## config.mk

```make
export PLATFORM = sky130hd
export DESIGN_NAME = pulse_sound_channel
export DESIGN_NICKNAME = d
export VERILOG_FILES = /design/src/rtl/core/psc_pkg.sv /design/src/rtl/core/psc_exec.sv /design/src/rtl/core/pulse_sound_channel.sv
export SDC_FILE = /design/constraint.sdc
export NUM_CORES = 1
export LEC_CHECK = 0
export ABC_AREA = 0
export BUFFER_PORTS_ARGS = -buffer_cell sky130_fd_sc_hd__buf_2
export CAP_MARGIN = 20
export CORE_ASPECT_RATIO = 1.5
export CORE_MARGIN = 2
export CORE_UTILIZATION = 61
export DETAILED_ROUTE_END_ITERATION = 10
export GPL_TIMING_DRIVEN = 0
export HOLD_SLACK_MARGIN = 0.08
export MAX_ROUTING_LAYER = met4
export PLACE_DENSITY = 0.91
export SLEW_MARGIN = 40
export SYNTH_ARGS = -nofsm -noshare
export SYNTH_HDL_FRONTEND = slang
export SYNTH_SLANG_ARGS = --single-unit
```

## constraint.sdc

```tcl
create_clock -name clock -period 3.2 [get_ports clock]
set_input_delay 0.64 -clock clock [delete_from_list [all_inputs] [get_ports clock]]
set_output_delay 0.64 -clock clock [all_outputs]
set_load 0.1 [all_outputs]
```

## src/rtl/core/psc_pkg.sv

```systemverilog
// ----------------------------------------------------------------------------
// Pulse sound channel package
// Item types, request codes, register indices, reset values and the duty
// pattern lookup shared by the channel modules.
// ----------------------------------------------------------------------------
package psc_pkg;

   typedef enum logic [2:0] {
      OP_WRITE    = 3'd0,
      OP_READ     = 3'd1,
      OP_ADVANCE  = 3'd2,
      OP_LENGTH   = 3'd3,
      OP_ENVELOPE = 3'd4,
      OP_RESET    = 3'd5
   } op_type;

   localparam logic [1:0] REG_DUTY_LENGTH = 2'd0;
   localparam logic [1:0] REG_ENVELOPE    = 2'd1;
   localparam logic [1:0] REG_PERIOD_LOW  = 2'd2;
   localparam logic [1:0] REG_PERIOD_HIGH = 2'd3;

   localparam logic [7:0] DUTY_LENGTH_RESET = 8'h3F;
   localparam logic [7:0] PERIOD_HIGH_RESET = 8'hBF;
   localparam logic [7:0] DAC_MASK          = 8'hF8;
   localparam logic [6:0] LENGTH_LIMIT      = 7'd64;
   localparam logic [3:0] VOLUME_MAX        = 4'd15;
   localparam logic [3:0] LEVEL_DAC_OFF     = 4'd7;
   localparam logic [3:0] LEVEL_CHANNEL_OFF = 4'd15;
   localparam logic [11:0] PERIOD_SPAN      = 12'd2048;

   typedef struct packed {
      logic [2:0] op;
      logic [1:0] reg_index;
      logic [7:0] write_data;
      logic [7:0] cycle_count;
   } req_item_type;

   typedef struct packed {
      logic [7:0] read_data;
      logic [3:0] sample_level;
      logic       channel_on;
      logic       dac_on;
   } rsp_item_type;

   // Bit n of each row is the wave level at duty position n.
   localparam logic [7:0] DUTY_WAVE [4] = '{
      8'b1000_0000,
      8'b1000_0001,
      8'b1110_0001,
      8'b0111_1110
   };

   function automatic logic duty_bit(input logic [1:0] duty, input logic [2:0] pos);
      logic [7:0] row;
      row = DUTY_WAVE[duty];
      return row[pos];
   endfunction

   function automatic logic [13:0] reload_value(input logic [2:0] per_high,
                                                input logic [7:0] per_low);
      logic [11:0] span;
      span = PERIOD_SPAN - {1'b0, per_high, per_low};
      return {span, 2'b00};
   endfunction

endpackage

```

## src/rtl/core/psc_exec.sv

```systemverilog
// ----------------------------------------------------------------------------
// Pulse sound channel execution unit
// Holds the channel registers and counters, applies one item per cycle while
// item_fire is high and forms the result item from the state after that item.
// ----------------------------------------------------------------------------
module psc_exec
   import psc_pkg::*;
(
   input  logic         clock,
   input  logic         reset,
   input  logic         item_fire,
   input  req_item_type item,
   output rsp_item_type result
);

   logic [7:0]  duty_length_ff, duty_length_in;
   logic [7:0]  envelope_ff, envelope_in;
   logic [7:0]  period_low_ff, period_low_in;
   logic [7:0]  period_high_ff, period_high_in;
   logic        channel_enabled_ff, channel_enabled_in;
   logic        dac_enabled_ff, dac_enabled_in;
   logic [6:0]  length_count_ff, length_count_in;
   logic [2:0]  env_period_ff, env_period_in;
   logic [2:0]  env_timer_ff, env_timer_in;
   logic        env_increase_ff, env_increase_in;
   logic [3:0]  volume_ff, volume_in;
   logic [13:0] freq_timer_ff, freq_timer_in;
   logic [2:0]  duty_pos_ff, duty_pos_in;
   logic [7:0]  read_data;

   always_comb begin
      duty_length_in     = duty_length_ff;
      envelope_in        = envelope_ff;
      period_low_in      = period_low_ff;
      period_high_in     = period_high_ff;
      channel_enabled_in = channel_enabled_ff;
      dac_enabled_in     = dac_enabled_ff;
      length_count_in    = length_count_ff;
      env_period_in      = env_period_ff;
      env_timer_in       = env_timer_ff;
      env_increase_in    = env_increase_ff;
      volume_in          = volume_ff;
      freq_timer_in      = freq_timer_ff;
      duty_pos_in        = duty_pos_ff;
      read_data          = 8'd0;
      case (op_type'(item.op))
         OP_WRITE: begin
            case (item.reg_index)
               REG_DUTY_LENGTH: duty_length_in = item.write_data;
               REG_ENVELOPE:    envelope_in = item.write_data;
               REG_PERIOD_LOW:  period_low_in = item.write_data;
               default: begin
                  period_high_in = item.write_data;
                  if (item.write_data[7]) begin
                     if ((envelope_ff & DAC_MASK) == 8'd0) begin
                        dac_enabled_in     = 1'b0;
                        channel_enabled_in = 1'b0;
                     end else begin
                        dac_enabled_in     = 1'b1;
                        channel_enabled_in = 1'b1;
                        length_count_in    = {1'b0, duty_length_ff[5:0]};
                        env_period_in      = envelope_ff[2:0];
                        env_timer_in       = envelope_ff[2:0];
                        env_increase_in    = envelope_ff[3];
                        volume_in          = envelope_ff[7:4];
                        freq_timer_in      = reload_value(item.write_data[2:0], period_low_ff);
                        duty_pos_in        = 3'd0;
                     end
                  end
               end
            endcase
         end
         OP_READ: begin
            case (item.reg_index)
               REG_DUTY_LENGTH: read_data = duty_length_ff;
               REG_ENVELOPE:    read_data = envelope_ff;
               REG_PERIOD_LOW:  read_data = period_low_ff;
               default:         read_data = period_high_ff;
            endcase
         end
         OP_ADVANCE: begin
            if (channel_enabled_ff) begin
               if ({6'd0, item.cycle_count} >= freq_timer_ff) begin
                  freq_timer_in = reload_value(period_high_ff[2:0], period_low_ff);
                  duty_pos_in   = duty_pos_ff + 3'd1;
               end else begin
                  freq_timer_in = freq_timer_ff - {6'd0, item.cycle_count};
               end
            end
         end
         OP_LENGTH: begin
            if (period_high_ff[6] && (length_count_ff < LENGTH_LIMIT)) begin
               length_count_in = length_count_ff + 7'd1;
               if (length_count_in == LENGTH_LIMIT) begin
                  channel_enabled_in = 1'b0;
               end
            end
         end
         OP_ENVELOPE: begin
            if (env_period_ff != 3'd0) begin
               if (env_timer_ff <= 3'd1) begin
                  env_timer_in = env_period_ff;
                  if (env_increase_ff) begin
                     if (volume_ff < VOLUME_MAX) begin
                        volume_in = volume_ff + 4'd1;
                     end
                  end else if (volume_ff != 4'd0) begin
                     volume_in = volume_ff - 4'd1;
                  end
               end else begin
                  env_timer_in = env_timer_ff - 3'd1;
               end
            end
         end
         OP_RESET: begin
            duty_length_in     = DUTY_LENGTH_RESET;
            envelope_in        = 8'd0;
            period_low_in      = 8'd0;
            period_high_in     = PERIOD_HIGH_RESET;
            channel_enabled_in = 1'b0;
         end
         default: begin
         end
      endcase
   end

   always_comb begin
      result.read_data  = read_data;
      result.channel_on = channel_enabled_in;
      result.dac_on     = dac_enabled_in;
      if (!dac_enabled_in) begin
         result.sample_level = LEVEL_DAC_OFF;
      end else if (!channel_enabled_in) begin
         result.sample_level = LEVEL_CHANNEL_OFF;
      end else if (duty_bit(duty_length_in[7:6], duty_pos_in)) begin
         result.sample_level = volume_in;
      end else begin
         result.sample_level = 4'd0;
      end
   end

   always_ff @(posedge clock) begin
      if (reset) begin
         duty_length_ff     <= DUTY_LENGTH_RESET;
         envelope_ff        <= 8'd0;
         period_low_ff      <= 8'd0;
         period_high_ff     <= PERIOD_HIGH_RESET;
         channel_enabled_ff <= 1'b0;
         dac_enabled_ff     <= 1'b0;
         length_count_ff    <= 7'd0;
         env_period_ff      <= 3'd0;
         env_timer_ff       <= 3'd0;
         env_increase_ff    <= 1'b0;
         volume_ff          <= 4'd0;
         freq_timer_ff      <= 14'd0;
         duty_pos_ff        <= 3'd0;
      end else if (item_fire) begin
         duty_length_ff     <= duty_length_in;
         envelope_ff        <= envelope_in;
         period_low_ff      <= period_low_in;
         period_high_ff     <= period_high_in;
         channel_enabled_ff <= channel_enabled_in;
         dac_enabled_ff     <= dac_enabled_in;
         length_count_ff    <= length_count_in;
         env_period_ff      <= env_period_in;
         env_timer_ff       <= env_timer_in;
         env_increase_ff    <= env_increase_in;
         volume_ff          <= volume_in;
         freq_timer_ff      <= freq_timer_in;
         duty_pos_ff        <= duty_pos_in;
      end
   end

   // The channel can only be running while the DAC is on.
   assert property (@(posedge clock) disable iff (reset)
      channel_enabled_ff |-> dac_enabled_ff)
      else $error("channel enabled with the DAC off");

   assert property (@(posedge clock) disable iff (reset)
      length_count_ff <= LENGTH_LIMIT)
      else $error("length counter beyond its limit");

   assert property (@(posedge clock) disable iff (reset)
      env_timer_ff <= env_period_ff)
      else $error("envelope timer above its period");

   // A timer advance leaves a disabled channel's timer alone.
   assert property (@(posedge clock) disable iff (reset)
      (item_fire && (item.op == OP_ADVANCE) && !channel_enabled_ff)
         |=> $stable(freq_timer_ff) && $stable(duty_pos_ff))
      else $error("timer moved while the channel was disabled");

endmodule

```

## src/rtl/core/pulse_sound_channel.sv

```systemverilog
// ----------------------------------------------------------------------------
// Pulse sound channel
// Square-wave channel with duty patterns, length counter and volume envelope.
// ----------------------------------------------------------------------------
// The channel takes one item per clock cycle while req_ready is high and
// returns one result item for each, in order. An accepted item sits in an
// input register until the output register can take its result, is applied
// to the channel state in a single pass, and its result is held in the
// output register, which offers it on rsp_valid. Both registers keep moving
// while the result side takes items; a stalled result holds one item in each
// register before req_ready falls.
module pulse_sound_channel
   import psc_pkg::*;
(
   input  logic       clock,
   input  logic       reset,
   input  logic       req_valid,
   output logic       req_ready,
   input  logic [2:0] req_type,
   input  logic [1:0] req_reg_index,
   input  logic [7:0] req_write_data,
   input  logic [7:0] req_cycle_count,
   output logic       rsp_valid,
   input  logic       rsp_ready,
   output logic [7:0] rsp_read_data,
   output logic [3:0] rsp_sample_level,
   output logic       rsp_channel_on,
   output logic       rsp_dac_on
);

   logic         item_valid_ff;
   req_item_type item_ff;
   logic         rsp_valid_ff;
   rsp_item_type rsp_ff;
   rsp_item_type result;
   logic         move;
   logic         item_fire;

   assign move      = !rsp_valid_ff || rsp_ready;
   assign req_ready = !item_valid_ff || move;
   assign item_fire = item_valid_ff && move;

   always_ff @(posedge clock) begin
      if (reset) begin
         item_valid_ff <= 1'b0;
         rsp_valid_ff  <= 1'b0;
      end else begin
         if (req_ready) begin
            item_valid_ff <= req_valid;
         end
         if (move) begin
            rsp_valid_ff <= item_valid_ff;
         end
      end
   end

   always_ff @(posedge clock) begin
      if (req_valid && req_ready) begin
         item_ff.op          <= req_type;
         item_ff.reg_index   <= req_reg_index;
         item_ff.write_data  <= req_write_data;
         item_ff.cycle_count <= req_cycle_count;
      end
      if (item_fire) begin
         rsp_ff <= result;
      end
   end

   psc_exec u_exec (
      .clock     (clock),
      .reset     (reset),
      .item_fire (item_fire),
      .item      (item_ff),
      .result    (result)
   );

   assign rsp_valid        = rsp_valid_ff;
   assign rsp_read_data    = rsp_ff.read_data;
   assign rsp_sample_level = rsp_ff.sample_level;
   assign rsp_channel_on   = rsp_ff.channel_on;
   assign rsp_dac_on       = rsp_ff.dac_on;

   assert property (@(posedge clock) disable iff (reset)
      (rsp_valid_ff && !rsp_ff.dac_on) |-> (rsp_ff.sample_level == LEVEL_DAC_OFF))
      else $error("result level wrong with the DAC off");

endmodule
```

==> flow_summary_export.csv, run 1 <==
group,metric,value,unit
floorplan,rows,43,
routing,wl_per_cell,19.4,um
final_layout,area_growth,11.2,%
logic_synthesis,synthTopCellsByArea,"dfxtp_1, edfxtp_1, nor2_1",
critical_path,crit_slowest_cell,"fa_1",
final_layout,drive_gt1_share,13.7,%
sta,worst_pin_slew,0.722,ns
sta,slew_violations,0,
pwr,power_frac_clock,36.5,%
routing,drt_iter0_markers,469,
placement,port_buffers,39,
clocking,htree_levels,3,
sta,skew,0.00838,ns
clocking,clock-sinks,106,
flow_run,cap_violations,0,
critical_path,timing_worst_setup_path_type,"flop to flop",
logic_synthesis,synth_top_area_share,25.1,%
placement,gp_congestion,0.976,
logic_synthesis,seq_area_frac_synth,43.7,%
final_layout,instances_no_fill,807,
logic_synthesis,avgSynthCellArea,8.86,um2
logic_synthesis,netlist_area,5660,um2
sta,fin_crit_sh,95.3,%
routing,drt-pass1-iter-count,5,
grt,grt_pass1_wl,25400,um
status,status,"completed",
logic_synthesis,synth_warnings,0,
grt,grt_overflow,0,
final_layout,final_nets,733,
critical_path,crit_fanout,6,
clocking,holdBufCountCts,0,
critical_path,worstPathRequired,3.40,ns
critical_path,worstPathArrival,3.24,ns
placement,placedCellCount,790,
pwr,intPower,2.08,mW
critical_path,crit_top_cell,"inv_1",
clocking,cts-root-buf,"clkbuf_16",
clocking,insertion_delay,0.35,ns
logic_synthesis,synthTopCellsByCount,"nor2_1, dfxtp_1, nand2_1, a21oi_1, edfxtp_1",
grt,antenna_found_initial,0,
critical_path,start_kind,"flop",
clocking,cts_tree,"built",
logic_synthesis,ys_seq_elements,106,
pwr,powerDensity,457,nW/um2
routing,vias,5298,
logic_synthesis,yosysMostFrequentCell,"nor2_1",
worst_hold_path,hp-class,"input port to flop",
pwr,netSwitchingFraction,27.6,%
critical_path,cp_cell_sequence,"inv_1 -> ha_1 -> inv_1 -> fa_1 -> a21oi_2 -> nor2_1 -> o311ai_4 -> buf_4 -> a32o_1 -> a31oi_2 -> or3_1 -> nand4_1 -> o211ai_2 -> o21ai_1",
floorplan,io_pins,41,
floorplan,die_h,122,um
sta,finalSetupViolations,0,
routing,drc_errors,0,
logic_synthesis,syn_nets,682,
pwr,irDropWorstVdd,320,uV
routing,drt_wl_total,15700,um
sta,max_slew_margin,51.8,%
critical_path,path_delay_family,"compound AO/OA/AOI/OAI gates",
logic_synthesis,ys_async_sr_fraction,0,%
logic_synthesis,synth_cells,639,
floorplan,die_w,82.6,um
sta,hold_viol,0,
routing,ant_nets,0,
logic_synthesis,netlist.top_cell.by_area,"dfxtp_1",
sta,max_clock_freq,328,MHz
logic_synthesis,synth_edf_count,35,
logic_synthesis,yosysUniqueCellTypes,69,
pwr,seq_power_share,51.0,%
final_layout,antennaDiodeCount,0,
floorplan,dieArea,10100,um2
pwr,power_switching,0.793,mW
floorplan,core,9150,um2
grt,grt_pass1_vias,5347,
placement,hpwl,11600,um
floorplan,start_util,61.9,%
critical_path,end_kind,"flop",
clocking,clkTransAtPathRegs,0.07,ns
pwr,power.leakage,2.44,nW
logic_synthesis,ys.flop_type,"dfxtp_1",
grt,grt_max_degree,24,
critical_path,slowest_delay,0.41,ns
final_layout,fin_util,68.8,%
critical_path,worstPathBufferInverterCount,3,
sta,period_minus_slack,3.05,ns
clocking,cts_buffers,9,
routing,vias_per_cell,6.57,
grt,track_usage,34.5,%
pwr,combPwrFrac,12.5,%
clocking,cts.path.max_buffers,2,
[area by class of cell]
type	instances	area (um2)
multi-input combinational	481	3000
fill	733	2850
sequential	106	2470
clock buffer	11	233
timing repair buffer	40	203
tap	112	140
buffer	31	128
inverter	21	78.8
clock inverter	5	37.5
[worst paths after layout]
path	cells after the start	startpoint	slack (ns)	to
setup / recovery	14	u_exec.freq_timer_ff[0]$_SDFFE_PP0P_	0.15	rsp_sample_level[2]$_SDFFCE_PN1P_
hold / removal	1	req_write_data[5]	0.46	item_ff[13]$_DFFE_PP_
setup reg to reg	14	u_exec.freq_timer_ff[0]$_SDFFE_PP0P_	0.15	rsp_sample_level[2]$_SDFFCE_PN1P_
hold reg to reg	2	u_exec.freq_timer_ff[2]$_SDFFE_PP0P_	0.46	u_exec.freq_timer_ff[2]$_SDFFE_PP0P_
[cell families (layout without fill, tap and decap cells)]
group                    Yosys count  count (layout)  share of synthesized area, %
buffers and inverters             52             108                          3.63
flip-flops                       106             106                          43.7
AO/OA/AOI/OAI                    163             163                          18.8
AND/OR/NAND/NOR                  268             268                          22.7
XOR/XNOR                          18              18                          2.79
adder cells (fa/ha/maj)           18              18                          4.11
multiplexers                      14              14                          4.29
[through the flow]
stage,setup TNS [ns],power (mW),setup slack (ns),cell area [um2],hold WS [ns]
after CTS,0,2.87,0.0142,6270,0.454
after floorplan,0,1.75,0.398,5660,0.432
after global routing,-0.138,2.97,-0.0523,6290,0.450
after detailed placement,0,1.84,0.0301,6000,0.455
final,0,2.87,0.152,6290,0.458
after global placement,0,1.83,0.0635,5990,0.456
[timing repair]
action | in CTS | in global routing
gates resized for setup | 0 | 3
endpoints found under the setup margin | 0 | 6
buffers inserted | 0 | 1
[registers in the layout (all words and copies together), names as in the netlist]
name,cells
u_exec.period_low_ff,8
rsp_channel_on,1
u_exec.channel_enabled_ff,1
u_exec.envelope_ff,8
u_exec.duty_length_ff,8
u_exec.length_count_ff,7
rsp_valid,1
u_exec.env_period_ff,3
u_exec.env_increase_ff,1
item_valid_ff,1
u_exec.env_timer_ff,3
u_exec.volume_ff,4
u_exec.duty_pos_ff,3
rsp_read_data,8
u_exec.period_high_ff,8
rsp_dac_on,1
u_exec.freq_timer_ff,14
rsp_sample_level,4
item_ff,21
u_exec.dac_enabled_ff,1
[power by group through the flow]
stage	Clock [mW]	Sequential (mW)	Combinational, mW
after floorplan	0	1.54	0.210
after CTS	1.06	1.47	0.350
final	1.05	1.47	0.358
after detailed placement	0	1.50	0.349
after global placement	0	1.49	0.336
after global routing	1.11	1.47	0.387
[layout by cell type, fill, tap and decap left out, drive strengths merged, types with 3 or more instances in the layout]
| master | count |
|---|---|
| nand2b | 9 |
| nand4 | 3 |
| o21ai | 30 |
| inv | 24 |
| buf | 45 |
| nand3b | 4 |
| and3 | 13 |
| or2 | 4 |
| mux2i | 4 |
| o31ai | 5 |
| ha | 17 |
| or3 | 8 |
| edfxtp | 35 |
| a21o | 8 |
| nor2b | 9 |
| nor2 | 93 |
| a221oi | 3 |
| nor3b | 3 |
| nor4 | 8 |
| clkbuf | 37 |
| a211oi | 14 |
| o21bai | 8 |
| a311oi | 3 |
| a31oi | 6 |
| nand3 | 14 |
| xnor2 | 11 |
| dfxtp | 71 |
| a21oi | 57 |
| mux4 | 8 |
| and2 | 5 |
| a22oi | 3 |
| xor2 | 7 |
| nor3 | 32 |
| o22ai | 11 |
| nand2 | 59 |
[layer usage]
layer,vias to the layer above,GRT usage (%),routed length (um)
li1,2418,-,-
met1,2452,36.1,5430
met2,331,56.7,7980
met3,97,5.56,1070
met4,0,25.9,1210
met5,-,-,0
Note: power is estimated with default switching activity, not from simulation.
==> run 2: changes to the inputs <==
GPL_TIMING_DRIVEN = unset   (was 0)
==> run 2 against run 1 <==
- critical path depth did not move
- hold slack lost 0.0020 ns
- fmax rose by 0.42%
- critical endpoint unchanged
- largest power group unchanged
==> flow_summary_export.csv, run 2 (synthesized netlist as in run 1, its figures left out) <==
group,metric,value,unit
status,status,"completed",
routing,vias_per_cell,6.59,
final_layout,largest_reg_flops,21,
floorplan,core,9150,um2
critical_path,worstPathRequired,3.39,ns
routing,drt_wl_total,15100,um
critical_path,cp_cell_sequence,"inv_1 -> ha_1 -> inv_1 -> fa_2 -> a21oi_4 -> nor2_2 -> o311ai_4 -> buf_4 -> a32o_1 -> a31oi_4 -> or3_1 -> nand4_1 -> o211ai_2 -> o21ai_1",
grt,grt_pass1_wl,23800,um
sta,finalSetupViolations,0,
critical_path,crit_fanout,5,
placement,hpwl,10400,um
critical_path,worstPathArrival,3.23,ns
placement,gp_congestion,0.946,
critical_path,crit_start,"u_exec.freq_timer_ff[0]$_SDFFE_PP0P_",
floorplan,dieArea,10100,um2
final_layout,fill_cells,670,
final_layout,mostFrequentLayoutCells,"nor2_1, dfxtp_1, nand2_1",
sta,finalSetupTns,0,ns
final_layout,fin_util,69.8,%
sta,max_slew_margin,42.5,%
clocking,insertion_delay,0.36,ns
final_layout,regMostFlops,"item_ff",
worst_hold_path,hp-class,"input port to flop",
floorplan,io_pins,41,
placement,post_dp_cell_area,5980,um2
routing,drt-pass1-iter-count,5,
sta,hold_viol,0,
flow_run,cap_violations,0,
routing,vias,5212,
floorplan,die_h,122,um
pwr,power.leakage,2.49,nW
clocking,htree_levels,3,
grt,track_usage,32.3,%
grt,grt_overflow,0,
sta,period_minus_slack,3.04,ns
critical_path,crit_slowest_cell,"o311ai_4",
critical_path,timing_worst_setup_path_type,"flop to flop",
worst_hold_path,worstHoldStart,"req_cycle_count[1]",
grt,grt_max_degree,48,
floorplan,die_w,82.6,um
clocking,cts_tree,"built",
final_layout,final_common_cell,"nor2_1",
routing,wl_per_cell,19.1,um
pwr,irDropWorstVdd,353,uV
pwr,fin_total_pwr,3.07,mW
grt,grt_pass1_vias,4958,
floorplan,rows,43,
clocking,clock-sinks,106,
clocking,clkTransAtPathRegs,0.07,ns
sta,worst_pin_slew,0.856,ns
final_layout,area_growth,12.8,%
clocking,holdBufCountCts,0,
critical_path,start_kind,"flop",
sta,fin_crit_sh,94.9,%
final_layout,drive_gt1_share,15.8,%
routing,drt_iter0_markers,554,
critical_path,crit_top_cell,"inv_1",
clocking,cts.path.max_buffers,2,
final_layout,antennaDiodeCount,0,
final_layout,largest_registers,"item_ff x21, u_exec.freq_timer_ff x14",
routing,ant_nets,0,
pwr,powerDensity,481,nW/um2
sta,slew_violations,0,
routing,drc_errors,0,
sta,max_clock_freq,329,MHz
grt,antenna_found_initial,0,
clocking,cts_buffers,9,
sta,whs,0.456,ns
clocking,cts-root-buf,"clkbuf_16",
placement,port_buffers,40,
critical_path,rr_startpoint,"u_exec.freq_timer_ff[0]$_SDFFE_PP0P_",
floorplan,start_util,61.9,%
sta,skew,0.0108,ns
final_layout,final_nets,717,
critical_path,end_kind,"flop",
critical_path,slowest_delay,0.40,ns
final_layout,fin_area,6380,um2
[run 2: cell count changes in the layout (fill, tap and decap cells not counted), sizes merged]
cell and delta:
buf +10, bufinv +2, clkbuf -24, clkinv -1
clkinvlp -1, inv -2
[run 2: what timing repair did]
| item | in CTS | in global routing |
|---|---|---|
| endpoints found under the hold margin | 0 | 0 |
| endpoints found under the setup margin | 0 | 5 |
| buffers inserted | 0 | 2 |
| resized for setup | 0 | 9 |
[run 2: path summary, 6_finish.rpt]
kind	endpoint	slack, ns	cells after the start
hold / removal	item_ff[1]$_DFFE_PP_	0.46	1
hold reg to reg	u_exec.env_period_ff[0]$_SDFFE_PP0P_	0.48	2
setup reg to reg	rsp_sample_level[2]$_SDFFCE_PN1P_	0.16	14
setup / recovery	rsp_sample_level[2]$_SDFFCE_PN1P_	0.16	14
[run 2: metal layers]
| layer | track usage, % | up-vias | share of wire [%] |
|---|---|---|---|
| met4 | 21.2 | 0 | 7.1 |
| met2 | 52.9 | 320 | 51 |
| met1 | 34.6 | 2408 | 35 |
| li1 | - | 2384 | - |
| met5 | - | - | 0 |
| met3 | 6.52 | 100 | 6.9 |
[run 2: layout make-up]
cell class | instances | area [um2] | area share [%]
multi-input combinational | 481 | 3040 | 47.6
sequential | 106 | 2470 | 38.7
timing repair buffer | 55 | 313 | 4.90
clock buffer | 13 | 272 | 4.25
tap | 112 | 140 | 2.19
inverter | 21 | 78.8 | 1.23
clock inverter | 3 | 68.8 | 1.08
[run 2: power by group]
group	leakage (nW)	internal, mW	switching, mW
clock network	0.166	0.758	0.484
logic	1.42	0.120	0.234
registers	0.903	1.43	0.0452
total	2.49	2.31	0.763
[run 2: critical path, delay by kind of cell, from the launching register on]
family	cells	cell delay (ns)
buf+inv	3	0.30
simple gates	3	0.56
fa+ha+maj	2	0.53
flops	1	0.31
compound gates	6	1.17
[run 2: per-stage QoR]
stage               instances  setup WS (ns)
detailed placement        773         0.0810
global placement          773          0.166
finish                    791          0.164
global route              791        -0.0660
floorplan                 639          0.398
CTS                       789         0.0572
==> run 3: changes to the inputs <==
ABC_AREA = 1   (was 0)
CAP_MARGIN = 5   (was 20)
CELL_PAD_IN_SITES_DETAIL_PLACEMENT = 1   (was unset)
CELL_PAD_IN_SITES_GLOBAL_PLACEMENT = 2   (was unset)
CORE_UTILIZATION = 36   (was 61)
PLACE_DENSITY = 0.9   (was 0.91)
==> run 3 against run 2 <==
- clock power shrank 15%
- sequential power is essentially flat
- clock skew grew 0.00085 ns
- power shrank 2.4%
- worst setup slack gained 0.34 ns
- first-iteration DRC count shrank 58%
- routed wire length grew 17%
- largest power group unchanged
- highest routed layer unchanged
==> flow_summary_export.csv, run 3 <==
group,metric,value,unit
critical_path,ff2ff_setup_slack,0.50,ns
logic_synthesis,avgSynthCellArea,7.77,um2
critical_path,start_kind,"flop",
critical_path,cp_cell_sequence,"inv_1 -> ha_1 -> inv_1 -> fa_1 -> nand2_1 -> nand2_1 -> nand3_1 -> nand2_1 -> nand2_1 -> nand2_2 -> nand2_4 -> nand3_4 -> o21ai_0 -> nand3_1 -> nand2_1 -> nand2_1 -> nand2_1 -> inv_2 -> nand2_1 -> nand2_1",
logic_synthesis,synth_cells,737,
worst_hold_path,hp-class,"input port to flop",
critical_path,path_delay_family,"simple AND/OR/NAND/NOR gates",
critical_path,timing_worst_setup_path_type,"flop to flop",
grt,met3_usage,2.42,%
logic_synthesis,synth-simple-area-share,19.3,%
pwr,irDropWorstVdd,219,uV
clocking,cts.path.max_buffers,2,
routing,vias_per_cell,5.31,
pwr,seq_power_share,49.8,%
routing,drt-pass1-iter-count,4,
floorplan,io_pins,41,
placement,gp_congestion,0.865,
pwr,powerDensity,464,nW/um2
critical_path,slowest_delay,0.39,ns
logic_synthesis,synth_fa_ha_area_share,4.06,%
sta,finalSetupTns,0,ns
routing,ant_nets,0,
grt,met1_usage,22.6,%
flow_run,cap_violations,0,
floorplan,die_h,159,um
clocking,holdBufCountCts,0,
sta,skew,0.0117,ns
logic_synthesis,synth-xor-area-share,3.52,%
logic_synthesis,synthMuxAreaShare,0,%
grt,grt_busiest_layer,"met2",
floorplan,die_w,107,um
sta,rsz0062_at_grt,"false",
pwr,intPower,2.11,mW
grt,gr-usage-met2,42.5,%
sta,period_minus_slack,2.70,ns
grt,grt_max_degree,44,
pwr,power.leakage,2.81,nW
clocking,clkTransAtPathRegs,0.07,ns
pwr,power_switching,0.891,mW
grt,grt_overflow,0,
placement,port_buffers,40,
final_layout,final_nets,824,
logic_synthesis,syn_nets,780,
logic_synthesis,synthTopCellsByArea,"dfxtp_1, edfxtp_1, nand2_1",
logic_synthesis,synth_compound_area_share,21.0,%
grt,track_usage,22.4,%
critical_path,worstPathArrival,2.80,ns
sta,max_slew_margin,54.8,%
clocking,cts_resized,0,
sta,hold_viol,0,
clocking,insertion_delay,0.36,ns
floorplan,start_util,36.7,%
routing,drt_iter0_markers,233,
logic_synthesis,synth_edf_count,35,
logic_synthesis,netlist.top_cell.by_area,"dfxtp_1",
clocking,cts-root-buf,"clkbuf_16",
final_layout,final_common_cell,"nand2_1",
final_layout,fin_util,41.4,%
logic_synthesis,yosysMostFrequentCell,"nand2_1",
pwr,power_frac_clock,35.1,%
clocking,clock-sinks,106,
sta,fin_crit_sh,84.3,%
routing,vias,5248,
logic_synthesis,synth_top_area_share,24.8,%
logic_synthesis,synth_warnings,0,
logic_synthesis,synth_top_family_by_area,"compound AO/OA/AOI/OAI gates",
routing,drc_errors,0,
floorplan,core,15600,um2
final_layout,antennaDiodeCount,0,
status,status,"completed",
logic_synthesis,synthTopCellsByCount,"nand2_1, inv_1, a21oi_1, o21ai_0, dfxtp_1",
floorplan,dieArea,17000,um2
final_layout,largest_registers,"item_ff x21, u_exec.freq_timer_ff x14",
logic_synthesis,seq_area_frac_synth,43.2,%
logic_synthesis,netlist_area,5730,um2
grt,antenna_found_initial,0,
routing,wl_per_cell,17.9,um
critical_path,crit_top_cell,"nand2_1",
sta,slew_violations,0,
sta,finalSetupViolations,0,
final_layout,largest_reg_flops,21,
final_layout,area_growth,12.8,%
pwr,netSwitchingFraction,29.7,%
pwr,fin_total_pwr,3.00,mW
final_layout,drive_gt1_share,13.5,%
placement,hpwl,13500,um
critical_path,worstPathBufferInverterCount,3,
clocking,cts_tree,"built",
routing,drt_wl_total,17700,um
critical_path,end_kind,"flop",
floorplan,rows,56,
logic_synthesis,ys_seq_elements,106,
sta,max_clock_freq,371,MHz
grt,grt_pass1_vias,5589,
logic_synthesis,yosysUniqueCellTypes,44,
clocking,cts_buffers,9,
critical_path,crit_slowest_cell,"fa_1",
final_layout,regMostFlops,"item_ff",
final_layout,mostFrequentLayoutCells,"nand2_1, inv_1, a21oi_1, o21ai_0, dfxtp_1",
grt,grt_pass1_wl,28500,um
sta,worst_pin_slew,0.675,ns
critical_path,worstPathRequired,3.31,ns
logic_synthesis,ys_async_sr_fraction,0,%
logic_synthesis,ys.flop_type,"dfxtp_1",
critical_path,crit_fanout,9,
clocking,postCtsSetupRepairBufs,0,
pwr,combPwrFrac,15.1,%
clocking,htree_levels,3,
[run 3: changes by cell type after synthesis, sizes merged, moves of 13 or more]
cell / delta
o21ai: +51
nor2: -53
nand2: +83
inv: +92
o211ai: +21
clkbuf: -14
and3: -13
a21oi: +17
nor3: -24
nand3: +30
[run 3: worst paths after layout]
check,startpoint,to,depth (start not counted)
setup reg to reg,u_exec.freq_timer_ff[0]$_SDFFE_PP0P_,rsp_sample_level[1]$_SDFFCE_PN1P_,20
setup / recovery,u_exec.freq_timer_ff[0]$_SDFFE_PP0P_,rsp_sample_level[1]$_SDFFCE_PN1P_,20
hold reg to reg,u_exec.length_count_ff[6]$_SDFFE_PP0P_,u_exec.length_count_ff[6]$_SDFFE_PP0P_,2
hold / removal,req_cycle_count[4],item_ff[4]$_DFFE_PP_,1
[run 3: logic make-up after synthesis]
kind of cell / after synthesis
buffers and inverters: 134
xor gates and xnor gates: 23
adders and majority gates: 18
AOI/OAI and AO/OA: 211
DFF: 106
and+or+nand+nor: 245
[run 3: area by class of cell]
class	count	area, um2
Multi-Input combinational cell	497	2740
Clock buffer	11	233
Tap cell	203	254
Clock inverter	5	40.0
Timing Repair Buffer	51	283
Inverter	116	435
Fill cell	1949	9160
Sequential cell	106	2470
[run 3: metrics by stage]
step	cells	hold WS [ns]	worst slack [ns]	instance area, um2
2_1_floorplan	737	0.429	0.257	5730
3_3_place_gp	973	0.447	0.632	6190
3_5_place_dp	973	0.446	0.469	6190
4_1_cts	989	0.444	0.459	6460
5_1_grt	989	0.448	0.155	6460
6_report	989	0.458	0.504	6460
[run 3: layer usage]
layer  vias up  wire (um)
met5         -          0
met4         0        764
met3        35        336
met2        86       9690
met1      2534       6860
li1       2593          -
[run 3: power groups by stage]
stage	logic (mW)	registers (mW)	clock network, mW
after global routing	0.505	1.50	1.12
after CTS	0.457	1.49	1.09
after floorplan	0.270	1.56	0
after global placement	0.442	1.52	0
after detailed placement	0.453	1.52	0
final	0.454	1.49	1.05
